**config.mk**
```make
export PLATFORM = sky130hd
export DESIGN_NAME = note_code_to_tone_timing
export DESIGN_NICKNAME = d
export VERILOG_FILES = /design/src/hw/rtl/nctt_pkg.sv /design/src/hw/rtl/nctt_decode.sv /design/src/hw/rtl/note_code_to_tone_timing.sv
export SDC_FILE = /design/constraint.sdc
export NUM_CORES = 2
export LEC_CHECK = 0
export ABC_CLOCK_PERIOD_IN_PS = 6450
export BUFFER_PORTS_ARGS = -buffer_cell sky130_fd_sc_hd__buf_2
export CAP_MARGIN = 40
export CORE_AREA = 8 8 314 438
export CTS_BUF_LIST = sky130_fd_sc_hd__clkbuf_4
export DETAILED_ROUTE_END_ITERATION = 8
export DIE_AREA = 0 0 322 446
export MAX_ROUTING_LAYER = met4
export PLACE_DENSITY = 0.43
export SLEW_MARGIN = 20
export SYNTH_ARGS = -nofsm -noshare
export SYNTH_HDL_FRONTEND = slang
export SYNTH_SLANG_ARGS = --single-unit
```
**constraint.sdc**
```tcl
create_clock -name clk_i -period 6.45 [get_ports clk_i]
set_input_delay 0.645 -clock clk_i [delete_from_list [all_inputs] [get_ports clk_i]]
set_output_delay 0.645 -clock clk_i [all_outputs]
set_load 0.05 [all_outputs]
```
**src/hw/rtl/nctt_pkg.sv**
```systemverilog
// Shared types and constants for the note code to tone timing block.
// Holds the item structs, the decoded-note struct and the tone period table.
// No dependencies.
package nctt_pkg;

  localparam int unsigned PeriodW = 22;
  localparam int unsigned MsW     = 12;
  localparam int unsigned VolW    = 10;
  localparam int unsigned AddrW   = 3;
  localparam int unsigned DataW   = 32;

  localparam logic [VolW-1:0] VolFull     = 10'd1000;
  localparam logic [VolW-1:0] VolReset    = 10'd50;
  localparam logic [MsW-1:0]  WholeNoteMs = 12'd1600;

  // register index, taken from paddr[2]
  localparam logic RegVolume = 1'b0;

  typedef enum logic [1:0] {
    ArticNormal,
    ArticLegato,
    ArticStaccato
  } nctt_artic_e;

  typedef struct packed {
    logic [7:0] pitch_code;
    logic [7:0] length_code;
  } nctt_in_t;

  typedef struct packed {
    logic [PeriodW-1:0] period_ns;
    logic [PeriodW-1:0] pulse_ns;
    logic [MsW-1:0]     sound_ms;
    logic [MsW-1:0]     silence_ms;
    logic               is_rest;
    logic               bad_code;
  } nctt_out_t;

  typedef struct packed {
    logic        bad;
    logic [3:0]  idx;
    logic [1:0]  zone_shift;
    logic [2:0]  divd;
    nctt_artic_e artic;
    logic [1:0]  dot;
  } nctt_dec_t;

  // floor(1e9 / tone) for the lowest zone; zero marks a rest
  function automatic logic [PeriodW-1:0] period_base(logic [3:0] idx);
    logic [PeriodW-1:0] p;
    unique case (idx)
      4'd0, 4'd1:   p = 22'd0;
      4'd2:         p = 22'd3816793;
      4'd3:         p = 22'd3610108;
      4'd4:         p = 22'd3401360;
      4'd5:         p = 22'd3215434;
      4'd6, 4'd7:   p = 22'd3030303;
      4'd8:         p = 22'd2865329;
      4'd9:         p = 22'd2702702;
      4'd10:        p = 22'd2551020;
      4'd11:        p = 22'd2409638;
      4'd12:        p = 22'd2272727;
      4'd13:        p = 22'd2145922;
      4'd14, 4'd15: p = 22'd2024291;
      default:      p = 22'd0;
    endcase
    return p;
  endfunction

endpackage

```
**src/hw/rtl/nctt_decode.sv**
```systemverilog
// Digit decoder: splits pitch and length codes into decimal digits and
// checks them against the tone, zone and division ranges. Uses nctt_pkg.
module nctt_decode import nctt_pkg::*; (
  input  nctt_in_t  item_i,
  output nctt_dec_t dec_o
);

  // {hundreds, tens, ones}; reciprocal multiplies, exact for 8-bit values
  function automatic logic [11:0] digits(logic [7:0] v);
    logic [15:0] m10;
    logic [13:0] m100;
    logic [4:0]  q10;
    logic [1:0]  q100;
    logic [7:0]  ones;
    logic [4:0]  tens;
    m10  = {8'b0, v} * 16'd205;
    m100 = {6'b0, v} * 14'd41;
    q10  = m10[15:11];
    q100 = m100[13:12];
    ones = v - {q10, 3'b0} - {2'b0, q10, 1'b0};
    tens = q10 - {q100, 3'b0} - {2'b0, q100, 1'b0};
    return {2'b0, q100, tens[3:0], ones[3:0]};
  endfunction

  logic [11:0] p_dig, l_dig;
  logic [3:0]  note, zone, semi, divd, artic, dot;
  logic [4:0]  idx;

  assign p_dig = digits(item_i.pitch_code);
  assign l_dig = digits(item_i.length_code);
  assign note  = p_dig[3:0];
  assign zone  = p_dig[7:4];
  assign semi  = p_dig[11:8];
  assign divd  = l_dig[3:0];
  assign artic = l_dig[7:4];
  assign dot   = l_dig[11:8];
  assign idx   = {note, 1'b0} + {1'b0, semi};

  always_comb begin
    dec_o.bad        = (zone == 4'd0) || (zone > 4'd3) || (divd > 4'd6) || (idx > 5'd15);
    dec_o.idx        = idx[3:0];
    dec_o.zone_shift = zone[1:0] - 2'd1;
    dec_o.divd       = divd[2:0];
    dec_o.dot        = dot[1:0];
    if (artic == 4'd0) begin
      dec_o.artic = ArticNormal;
    end else if (artic == 4'd2) begin
      dec_o.artic = ArticStaccato;
    end else begin
      dec_o.artic = ArticLegato;
    end
  end

endmodule

```
**src/hw/rtl/note_code_to_tone_timing.sv**
```systemverilog
// Top level of the note code to tone timing block: APB volume register and
// a four-stage note pipeline. Uses nctt_pkg and nctt_decode.
//
// One note item enters per clock unless out_ready_i stalls the pipeline.
// Stages: digit decode, tone table lookup and note length, volume-by-period
// multiply with articulation scaling, and the divide by 1000 done as a
// reciprocal multiply. The only stall comes from out_ready_i; a held result
// backs up the stages behind it. Volume is sampled when a note reaches the
// second stage.
module note_code_to_tone_timing import nctt_pkg::*; (
  input  logic             clk_i,
  input  logic             rst_ni,
  input  logic             in_valid_i,
  output logic             in_ready_o,
  input  nctt_in_t         in_item_i,
  output logic             out_valid_o,
  input  logic             out_ready_i,
  output nctt_out_t        out_item_o,
  input  logic             psel,
  input  logic             penable,
  input  logic             pwrite,
  input  logic [AddrW-1:0] paddr,
  input  logic [DataW-1:0] pwdata,
  output logic [DataW-1:0] prdata,
  output logic             pready
);

  logic [VolW-1:0] volume_q;
  logic            rdy1, rdy2, rdy3, rdy4;
  logic            v1_q, v2_q, v3_q, v4_q;

  // register port
  assign pready = 1'b1;
  assign prdata = (paddr[2] == RegVolume) ? {{(DataW-VolW){1'b0}}, volume_q} : '0;

  always_ff @(posedge clk_i or negedge rst_ni) begin
    if (!rst_ni) begin
      volume_q <= VolReset;
    end else if (psel && penable && pwrite && pready && (paddr[2] == RegVolume)) begin
      volume_q <= pwdata[VolW-1:0];
    end
  end

  // flow control
  assign rdy4       = !v4_q || out_ready_i;
  assign rdy3       = !v3_q || rdy4;
  assign rdy2       = !v2_q || rdy3;
  assign rdy1       = !v1_q || rdy2;
  assign in_ready_o = rdy1;

  always_ff @(posedge clk_i or negedge rst_ni) begin
    if (!rst_ni) begin
      v1_q <= 1'b0;
      v2_q <= 1'b0;
      v3_q <= 1'b0;
      v4_q <= 1'b0;
    end else begin
      if (rdy1) v1_q <= in_valid_i;
      if (rdy2) v2_q <= v1_q;
      if (rdy3) v3_q <= v2_q;
      if (rdy4) v4_q <= v3_q;
    end
  end

  // stage 1: digit decode
  nctt_dec_t dec_d, dec1_q;

  nctt_decode u_decode (
    .item_i (in_item_i),
    .dec_o  (dec_d)
  );

  always_ff @(posedge clk_i) begin
    if (rdy1) dec1_q <= dec_d;
  end

  // stage 2: period lookup, note length, volume clamp
  logic [PeriodW-1:0] pbase;
  logic [PeriodW-1:0] period2_d, period2_q;
  logic [MsW-1:0]     base_ms, total2_d, total2_q;
  logic [VolW-1:0]    vol2_d, vol2_q;
  logic               rest2_q, bad2_q;
  nctt_artic_e        artic2_q;

  always_comb begin
    pbase     = period_base(dec1_q.idx);
    period2_d = pbase >> dec1_q.zone_shift;
    base_ms   = WholeNoteMs >> dec1_q.divd;
    if (dec1_q.dot == 2'd0) begin
      total2_d = base_ms;
    end else if (dec1_q.dot == 2'd1) begin
      total2_d = base_ms + (base_ms >> 1);
    end else begin
      total2_d = {base_ms[MsW-2:0], 1'b0};
    end
    vol2_d = (volume_q > VolFull) ? VolFull : volume_q;
  end

  always_ff @(posedge clk_i) begin
    if (rdy2) begin
      period2_q <= period2_d;
      total2_q  <= total2_d;
      vol2_q    <= vol2_d;
      rest2_q   <= (pbase == '0);
      bad2_q    <= dec1_q.bad;
      artic2_q  <= dec1_q.artic;
    end
  end

  // stage 3: volume * period, articulation
  logic [31:0]        prod3_d, prod3_q;
  logic [27:0]        m45;
  logic [MsW-1:0]     sound3_d, sound3_q, total3_q;
  logic [PeriodW-1:0] period3_q;
  logic               rest3_q, bad3_q;

  always_comb begin
    prod3_d = {22'b0, vol2_q} * {10'b0, period2_q};
    // total*4/5 as (4*total) * ceil(2^16/5) >> 16
    m45     = {14'b0, total2_q, 2'b0} * 28'd13108;
    unique case (artic2_q)
      ArticNormal:   sound3_d = m45[27:16];
      ArticStaccato: sound3_d = total2_q >> 1;
      default:       sound3_d = total2_q;
    endcase
  end

  always_ff @(posedge clk_i) begin
    if (rdy3) begin
      prod3_q   <= prod3_d;
      sound3_q  <= sound3_d;
      total3_q  <= total2_q;
      period3_q <= period2_q;
      rest3_q   <= rest2_q;
      bad3_q    <= bad2_q;
    end
  end

  // stage 4: prod / 1000 = (prod >> 3) * ceil(2^36/125) >> 36
  logic [58:0] recip;
  nctt_out_t   out_d, out_q;

  always_comb begin
    recip = {30'b0, prod3_q[31:3]} * 59'd549755814;
    out_d = '0;
    if (bad3_q) begin
      out_d.bad_code = 1'b1;
    end else begin
      out_d.period_ns  = period3_q;
      out_d.pulse_ns   = recip[57:36];
      out_d.sound_ms   = sound3_q;
      out_d.silence_ms = total3_q - sound3_q;
      out_d.is_rest    = rest3_q;
    end
  end

  always_ff @(posedge clk_i) begin
    if (rdy4) out_q <= out_d;
  end

  assign out_valid_o = v4_q;
  assign out_item_o  = out_q;

  a_bad_zero : assert property (@(posedge clk_i) disable iff (!rst_ni)
    out_valid_o && out_item_o.bad_code |-> out_item_o.period_ns == '0 &&
      out_item_o.pulse_ns == '0 && out_item_o.sound_ms == '0 &&
      out_item_o.silence_ms == '0 && !out_item_o.is_rest)
    else $error("bad code result carries nonzero fields");

  a_rest_silent : assert property (@(posedge clk_i) disable iff (!rst_ni)
    out_valid_o && out_item_o.is_rest |-> out_item_o.period_ns == '0 &&
      out_item_o.pulse_ns == '0)
    else $error("rest result has nonzero period or pulse");

  a_pulse_le_period : assert property (@(posedge clk_i) disable iff (!rst_ni)
    out_valid_o |-> out_item_o.pulse_ns <= out_item_o.period_ns)
    else $error("pulse exceeds period");

  a_note_len : assert property (@(posedge clk_i) disable iff (!rst_ni)
    out_valid_o |-> ({1'b0, out_item_o.sound_ms} + {1'b0, out_item_o.silence_ms}) <= 13'd3200)
    else $error("note length out of range");

  a_stall_src : assert property (@(posedge clk_i) disable iff (!rst_ni)
    !in_ready_o |-> out_valid_o && !out_ready_i)
    else $error("input stalled without output back-pressure");

endmodule

```
After elaboration in Yosys (flattened, before gate mapping)
Memories as Yosys holds them, arrays and structs flattened. A register that Yosys moved wholly into a read port is not among the register bits.
Cells that the tools add are included.
Storage, ports and cells
  flip-flop bits (word level): 226
  memory bits (read-only): 352
  input bits: 58
  output and inout port bits: 105
  logic and storage cells: 85
  memories kept: 1
Memory list
  (no name shown): depth 16, width 22, rd ports 1, clocked after Yosys merged registers in 1, write ports 0, line nctt_pkg.sv:51  | unique case (idx)
Cells by class
  add/subtract/negate cells: 12
  $mul: 7
  magnitude comparators: 4
  equality and inequality tests: 3
  shift operators: 2
  multiplexer cells: 7
  bitwise logic cells: 1
  reductions and logical operators: 19
Operators with widths (count)
  $mul 29x29->57 const B: 1
  $mul 10x22->32: 1
  $mul 8x8->15 const B: 2
  $mul 8x6->14 const B: 2
  $mul 12x12->24 const B: 1
  $mux 12: 2
  $pmux 12 s2: 1
  $sub 4x4->4: 6
  $logic_not 22->1: 1
  $shr 22x2->22: 1
  $add 12x11->12: 1
  $shr 11x3->12 const A: 1
  $sub 12x12->12: 1
  $gt 10x10->1 const B: 1
  $mux 10: 1
  $logic_not 4->1: 2
  $sub 4x3->4: 2
  $logic_or 1x1->1: 7
  $add 5x2->5: 1
  $gt 5x4->1 const B: 1
  $eq 4x2->1 const B: 1
  $gt 4x2->1 const B: 1
  $gt 4x3->1 const B: 1
  $logic_not 1->1: 4
  other kinds (9): 12

Logic depth before layout (Yosys ltp)
  word-level depth: 7
  depth in mapped cells: 25
  gate-level depth less buffers: 24

Hierarchy
From an unflattened synthesis, not the netlist that was laid out.
Second synthesis, totals
  cells, all modules: 3498
  area, all modules: 36510.0 µm²
By module, submodules not included
  note_code_to_tone_timing: times used 1, cells an instance 3116, area each 32880.3 µm², sequential area each 7070.5 µm²
  nctt_decode: times used 1, cells an instance 382, area each 3629.7 µm², sequential area each 0.0 µm²

Least setup slack after synthesis
Ideal clock, no wire load.
  path kind: flip-flop to flip-flop
  start: reg prod3_q[20]
  end: reg out_q (netlist bit out_item_o[42]), data pin
  setup time: 0.262 ns
  arrival: 6.433 ns
  required time: 6.188 ns
  path slack: -0.245 ns
  cell stages (with the launch flop): 25
  buffers on the path: 0
  period minus slack after synthesis: 6.695 ns
  cells stage by stage: edfxtp_1 ha_1 fa_1 fa_1 inv_1 fa_1 inv_1 fa_1 inv_1 fa_1 inv_1 fa_1 inv_1 fa_1 inv_1 ha_1 nand4_1 nor3_1 and3_1 and3_1 a21boi_1 o21a_1 o21ai_1 o21ai_1 mux2_1
On the way
  longest elaborated chain between the ends: 1
RTL lines
  start, declared: line note_code_to_tone_timing.sv:111  | logic [31:0] prod3_d, prod3_q;
  start signal, assigned: line note_code_to_tone_timing.sv:130  | prod3_q <= prod3_d;
  $mul 29x29->57: line note_code_to_tone_timing.sv:144  | recip = {30'b0, prod3_q[31:3]} * 59'd549755814;
  end signal, assigned: line note_code_to_tone_timing.sv:158  | if (rdy4) out_q <= out_d;
  end, declared: line note_code_to_tone_timing.sv:141  | nctt_out_t out_d, out_q;
Every way passes these cells.
A chain may end at the register's enable or synchronous reset.

Final worst setup path
  start: reg prod3_q[24]
  end: reg out_q (netlist bit out_item_o[47]), data pin
Same word-level chain as after synthesis.

==> impl_metrics.csv <==
group,metric,value,unit
run_status,status,"finished, violations left",
run_status,violations,"setup timing",
timing,hold_viol,0,
clock_network,ctsHtreeMaxLevel,3,
timing,maxClockFrequency,145,MHz
logic_synthesis,synth_cells,3536,
hold_path,hold_depth,2,
drt,drc,0,
clock_network,clock-sinks,245,
die,dieArea,144000,µm²
logic_synthesis,synth-seq-cells,245,
place,io_buffers,115,
worst_setup_path,timing.rr.start,"prod3_q[24]$_DFFE_PP_",
clock_network,numCtsBuffers,73,
place,dpl_cell_area,41000,µm²
timing,rsz0062_at_grt,"yes",
timing,period_needed,6.88,ns
logic_synthesis,async_flop_share,5.71,%
layout,fin_area,43400,µm²
die,die-width,322,µm
global_route,grt_first_pass_wirelength,158000,µm
logic_synthesis,ys.flop_type,"edfxtp_1",
die,rows,158,
logic_synthesis,avgSynthCellArea,10.3,µm²
worst_setup_path,cp.arrival,7.56,ns
layout,drive_gt1_share,18.6,%
die,coreArea,131000,µm²
layout,layout.nets,5186,
drt,vias,25315,
logic_synthesis,yosysTopAreaCellShare,26.9,%
drt,drt_wl_total,100000,µm
die,die_y,446,µm
clock_network,clk_pin_slew,0.07,ns
timing,fin_ws,-0.430,ns
global_route,antenna_found_initial,3,
worst_setup_path,critical_path.endpoint_type,"flop",
clock_network,clkLatencyLatePin,0.93,ns
die,io_pins,163,
place,dp_slack,-0.809,ns
run,maxCapViolCount,0,
layout,fin_util,33.1,%
timing,tightest_slew,0.784,ns
worst_setup_path,critPathRequiredTime,7.13,ns
logic_synthesis,synthesis.area,36400,µm²
worst_setup_path,critPathMaxFanout,4,
timing,slew_viol_final,0,
hold_path,min_to,"dec1_q[4]$_DFFE_PN_",
worst_setup_path,crit_path_start_kind,"flop",
timing,finalSetupViolCount,20,
logic_synthesis,synth_edf_count,209,
global_route,grt_pass1_vias,28352,
layout,fillers,13727,
drt,ant_nets,0,
drt,drt_iter0_markers,789,
logic_synthesis,ys_types,86,
drt,wl_per_cell,17.4,µm
global_route,grt_overflow,0,
layout,final_cells,5767,
global_route,gr-usage-all-layers,14.6,%
layout,synthToLayoutAreaGrowth,19.3,%
layout,final_common_cell,"inv_1",
worst_setup_path,worstReg2RegEnd,"out_item_o[47]$_SDFFCE_PP0P_",
place,placedCellCount,5576,
drt,drt_first_pass_iters,5,
logic_synthesis,yosysWarnings,0,
worst_setup_path,reg2reg_depth,24,
worst_setup_path,critical_path_class,"reg -> reg",
timing,finalClockSkew,0.0910,ns
clock_network,cts_tree,"yes",
hold_path,hold_path_class,"in -> reg",
die,initial_core_util,27.7,%
timing,fin_crit_sh,107,%
logic_synthesis,yosysTopAreaCell,"fa_1",
worst_setup_path,r2r_slack,-0.43,ns
layout,final_cell_mix,"inv_1, ha_1, fa_1",
logic_synthesis,synthTopCellsByArea,"fa_1, ha_1, edfxtp_1, inv_1, nand2_1",
logic_synthesis,seq_area_frac_synth,19.4,%
clock_network,cts_root_buf,"clkbuf_4",
place,place_congestion,0.861,
hold_path,min-delay-start,"in_item_i[1]",
global_route,grt_start_max_net_pins,63,
clock_network,cts_buffer_depth,3,
drt,avgViaCountPerCell,4.39,
place,dp_hpwl,85400,µm
timing,maxSlewHeadroom,47.7,%
-- cell usage after synthesis, drive strengths merged (7+ instances only) --
cell and number:
a211oi 20, a21o 45, a21oi 126, a31oi 12
and2 98, and3 11, buf 29, clkbuf 78
dfrtp 11, dfxtp 22, edfxtp 209, fa 489
ha 693, inv 852, mux2 22, mux2i 11
mux4 18, nand2 211, nand2b 14, nand3 23
nand4 20, nor2 100, nor2b 63, nor3 34
nor3b 7, o211ai 13, o21a 16, o21ai 81
o21bai 15, o31ai 8, xnor2 64, xor2 27
-- per-layer routing --
layer  track usage, %  up-vias  routed length [µm]  share of wire (%)
met5                -        -                   0                  0
li1                 -    12255                   -                  -
met3             1.78      136                2270                2.3
met1             15.2    12643               38200                 38
met2             28.3      281               56900                 57
met4             4.56        0                3080                3.1
-- final cells by class --
cell class                      instances  area [µm²]  area share (%)
Multi-Input combinational cell       2352       26800            61.9
Sequential cell                       245        7070            16.3
Inverter                              853        3200            7.38
Timing Repair Buffer                  421        3100            7.15
Tap cell                             1760        2200            5.07
Clock buffer                          105         788            1.82
Clock inverter                         24         161           0.372
Antenna cell                            7        17.5          0.0404
-- what timing repair did --
| action | CTS | global route |
|---|---|---|
| resized for setup | 146 | 45 |
| buffers inserted | 40 | 8 |
| pin swaps | 107 | 50 |
| hold buffers | 14 | 0 |
| hold endpoints to repair | 25 | 0 |
| endpoints found under the setup margin | 22 | 22 |
-- stage by stage --
step	hold slack, ns	setup TNS (ns)
after global routing	0.176	-10.36
final	0.264	-5.86
after floorplan	0.349	-0.233
after CTS	0.117	-5.84
after global placement	0.403	-13.09
after detailed placement	0.405	-13.19
-- worst max-delay path by stage --
stage	startpoint	to	depth (start not counted)
after floorplan	prod3_q[22]$_DFFE_PP_	out_item_o[36]$_SDFFCE_PP0P_	24
after global placement	prod3_q[8]$_DFFE_PP_	out_item_o[46]$_SDFFCE_PP0P_	24
after detailed placement	prod3_q[8]$_DFFE_PP_	out_item_o[46]$_SDFFCE_PP0P_	24
after CTS	prod3_q[21]$_DFFE_PP_	out_item_o[42]$_SDFFCE_PP0P_	24
after global routing	prod3_q[21]$_DFFE_PP_	out_item_o[47]$_SDFFCE_PP0P_	24
final	prod3_q[24]$_DFFE_PP_	out_item_o[47]$_SDFFCE_PP0P_	24
-- critical path: stages (launching register included) --
cell and delay (ns):
edfxtp_1 0.51, ha_1 0.38, inv_1 0.07, fa_1 0.50, inv_1 0.04, ha_1 0.29, fa_1 0.50, inv_1 0.06
fa_1 0.52, fa_1 0.51, inv_1 0.05, fa_1 0.50, inv_2 0.04, fa_1 0.52, inv_2 0.05, ha_4 0.26
nand4_1 0.18, nor3_2 0.23, and3_4 0.22, and3_4 0.18, a21boi_4 0.28, o2111ai_4 0.17, nand2_2 0.13, a21bo_1 0.14
mux2_4 0.29
-- sequential cells by signal (all words and copies together) (netlist names) --
| signal | cells |
|---|---|
| out_valid_o | 1 |
| period2_q | 22 |
| v2_q | 1 |
| bad3_q | 1 |
| sound3_q | 12 |
| total3_q | 12 |
| volume_q | 10 |
| v3_q | 1 |
| rest3_q | 1 |
| vol2_q | 10 |
| rest2_q | 1 |
| prod3_q | 29 |
| pbase | 22 |
| dec1_q | 14 |
| artic2_q | 2 |
| period3_q | 22 |
| out_item_o | 70 |
| bad2_q | 1 |
| v1_q | 1 |
| total2_q | 12 |
-- cell families after synthesis --
kind of cell | after synthesis | share of synthesized area [%]
muxes | 51 | 2.11
AOI/OAI and AO/OA | 396 | 7.06
other | 2 | 0.0207
and+or+nand+nor | 609 | 8.25
buffers and inverters | 960 | 10.2
adders and majority gates | 1182 | 50.8
xor gates and xnor gates | 91 | 2.19
DFF | 245 | 19.4
Power is not shown: default switching activity piles up to over one toggle a cycle in this logic, so the estimate is an artifact.
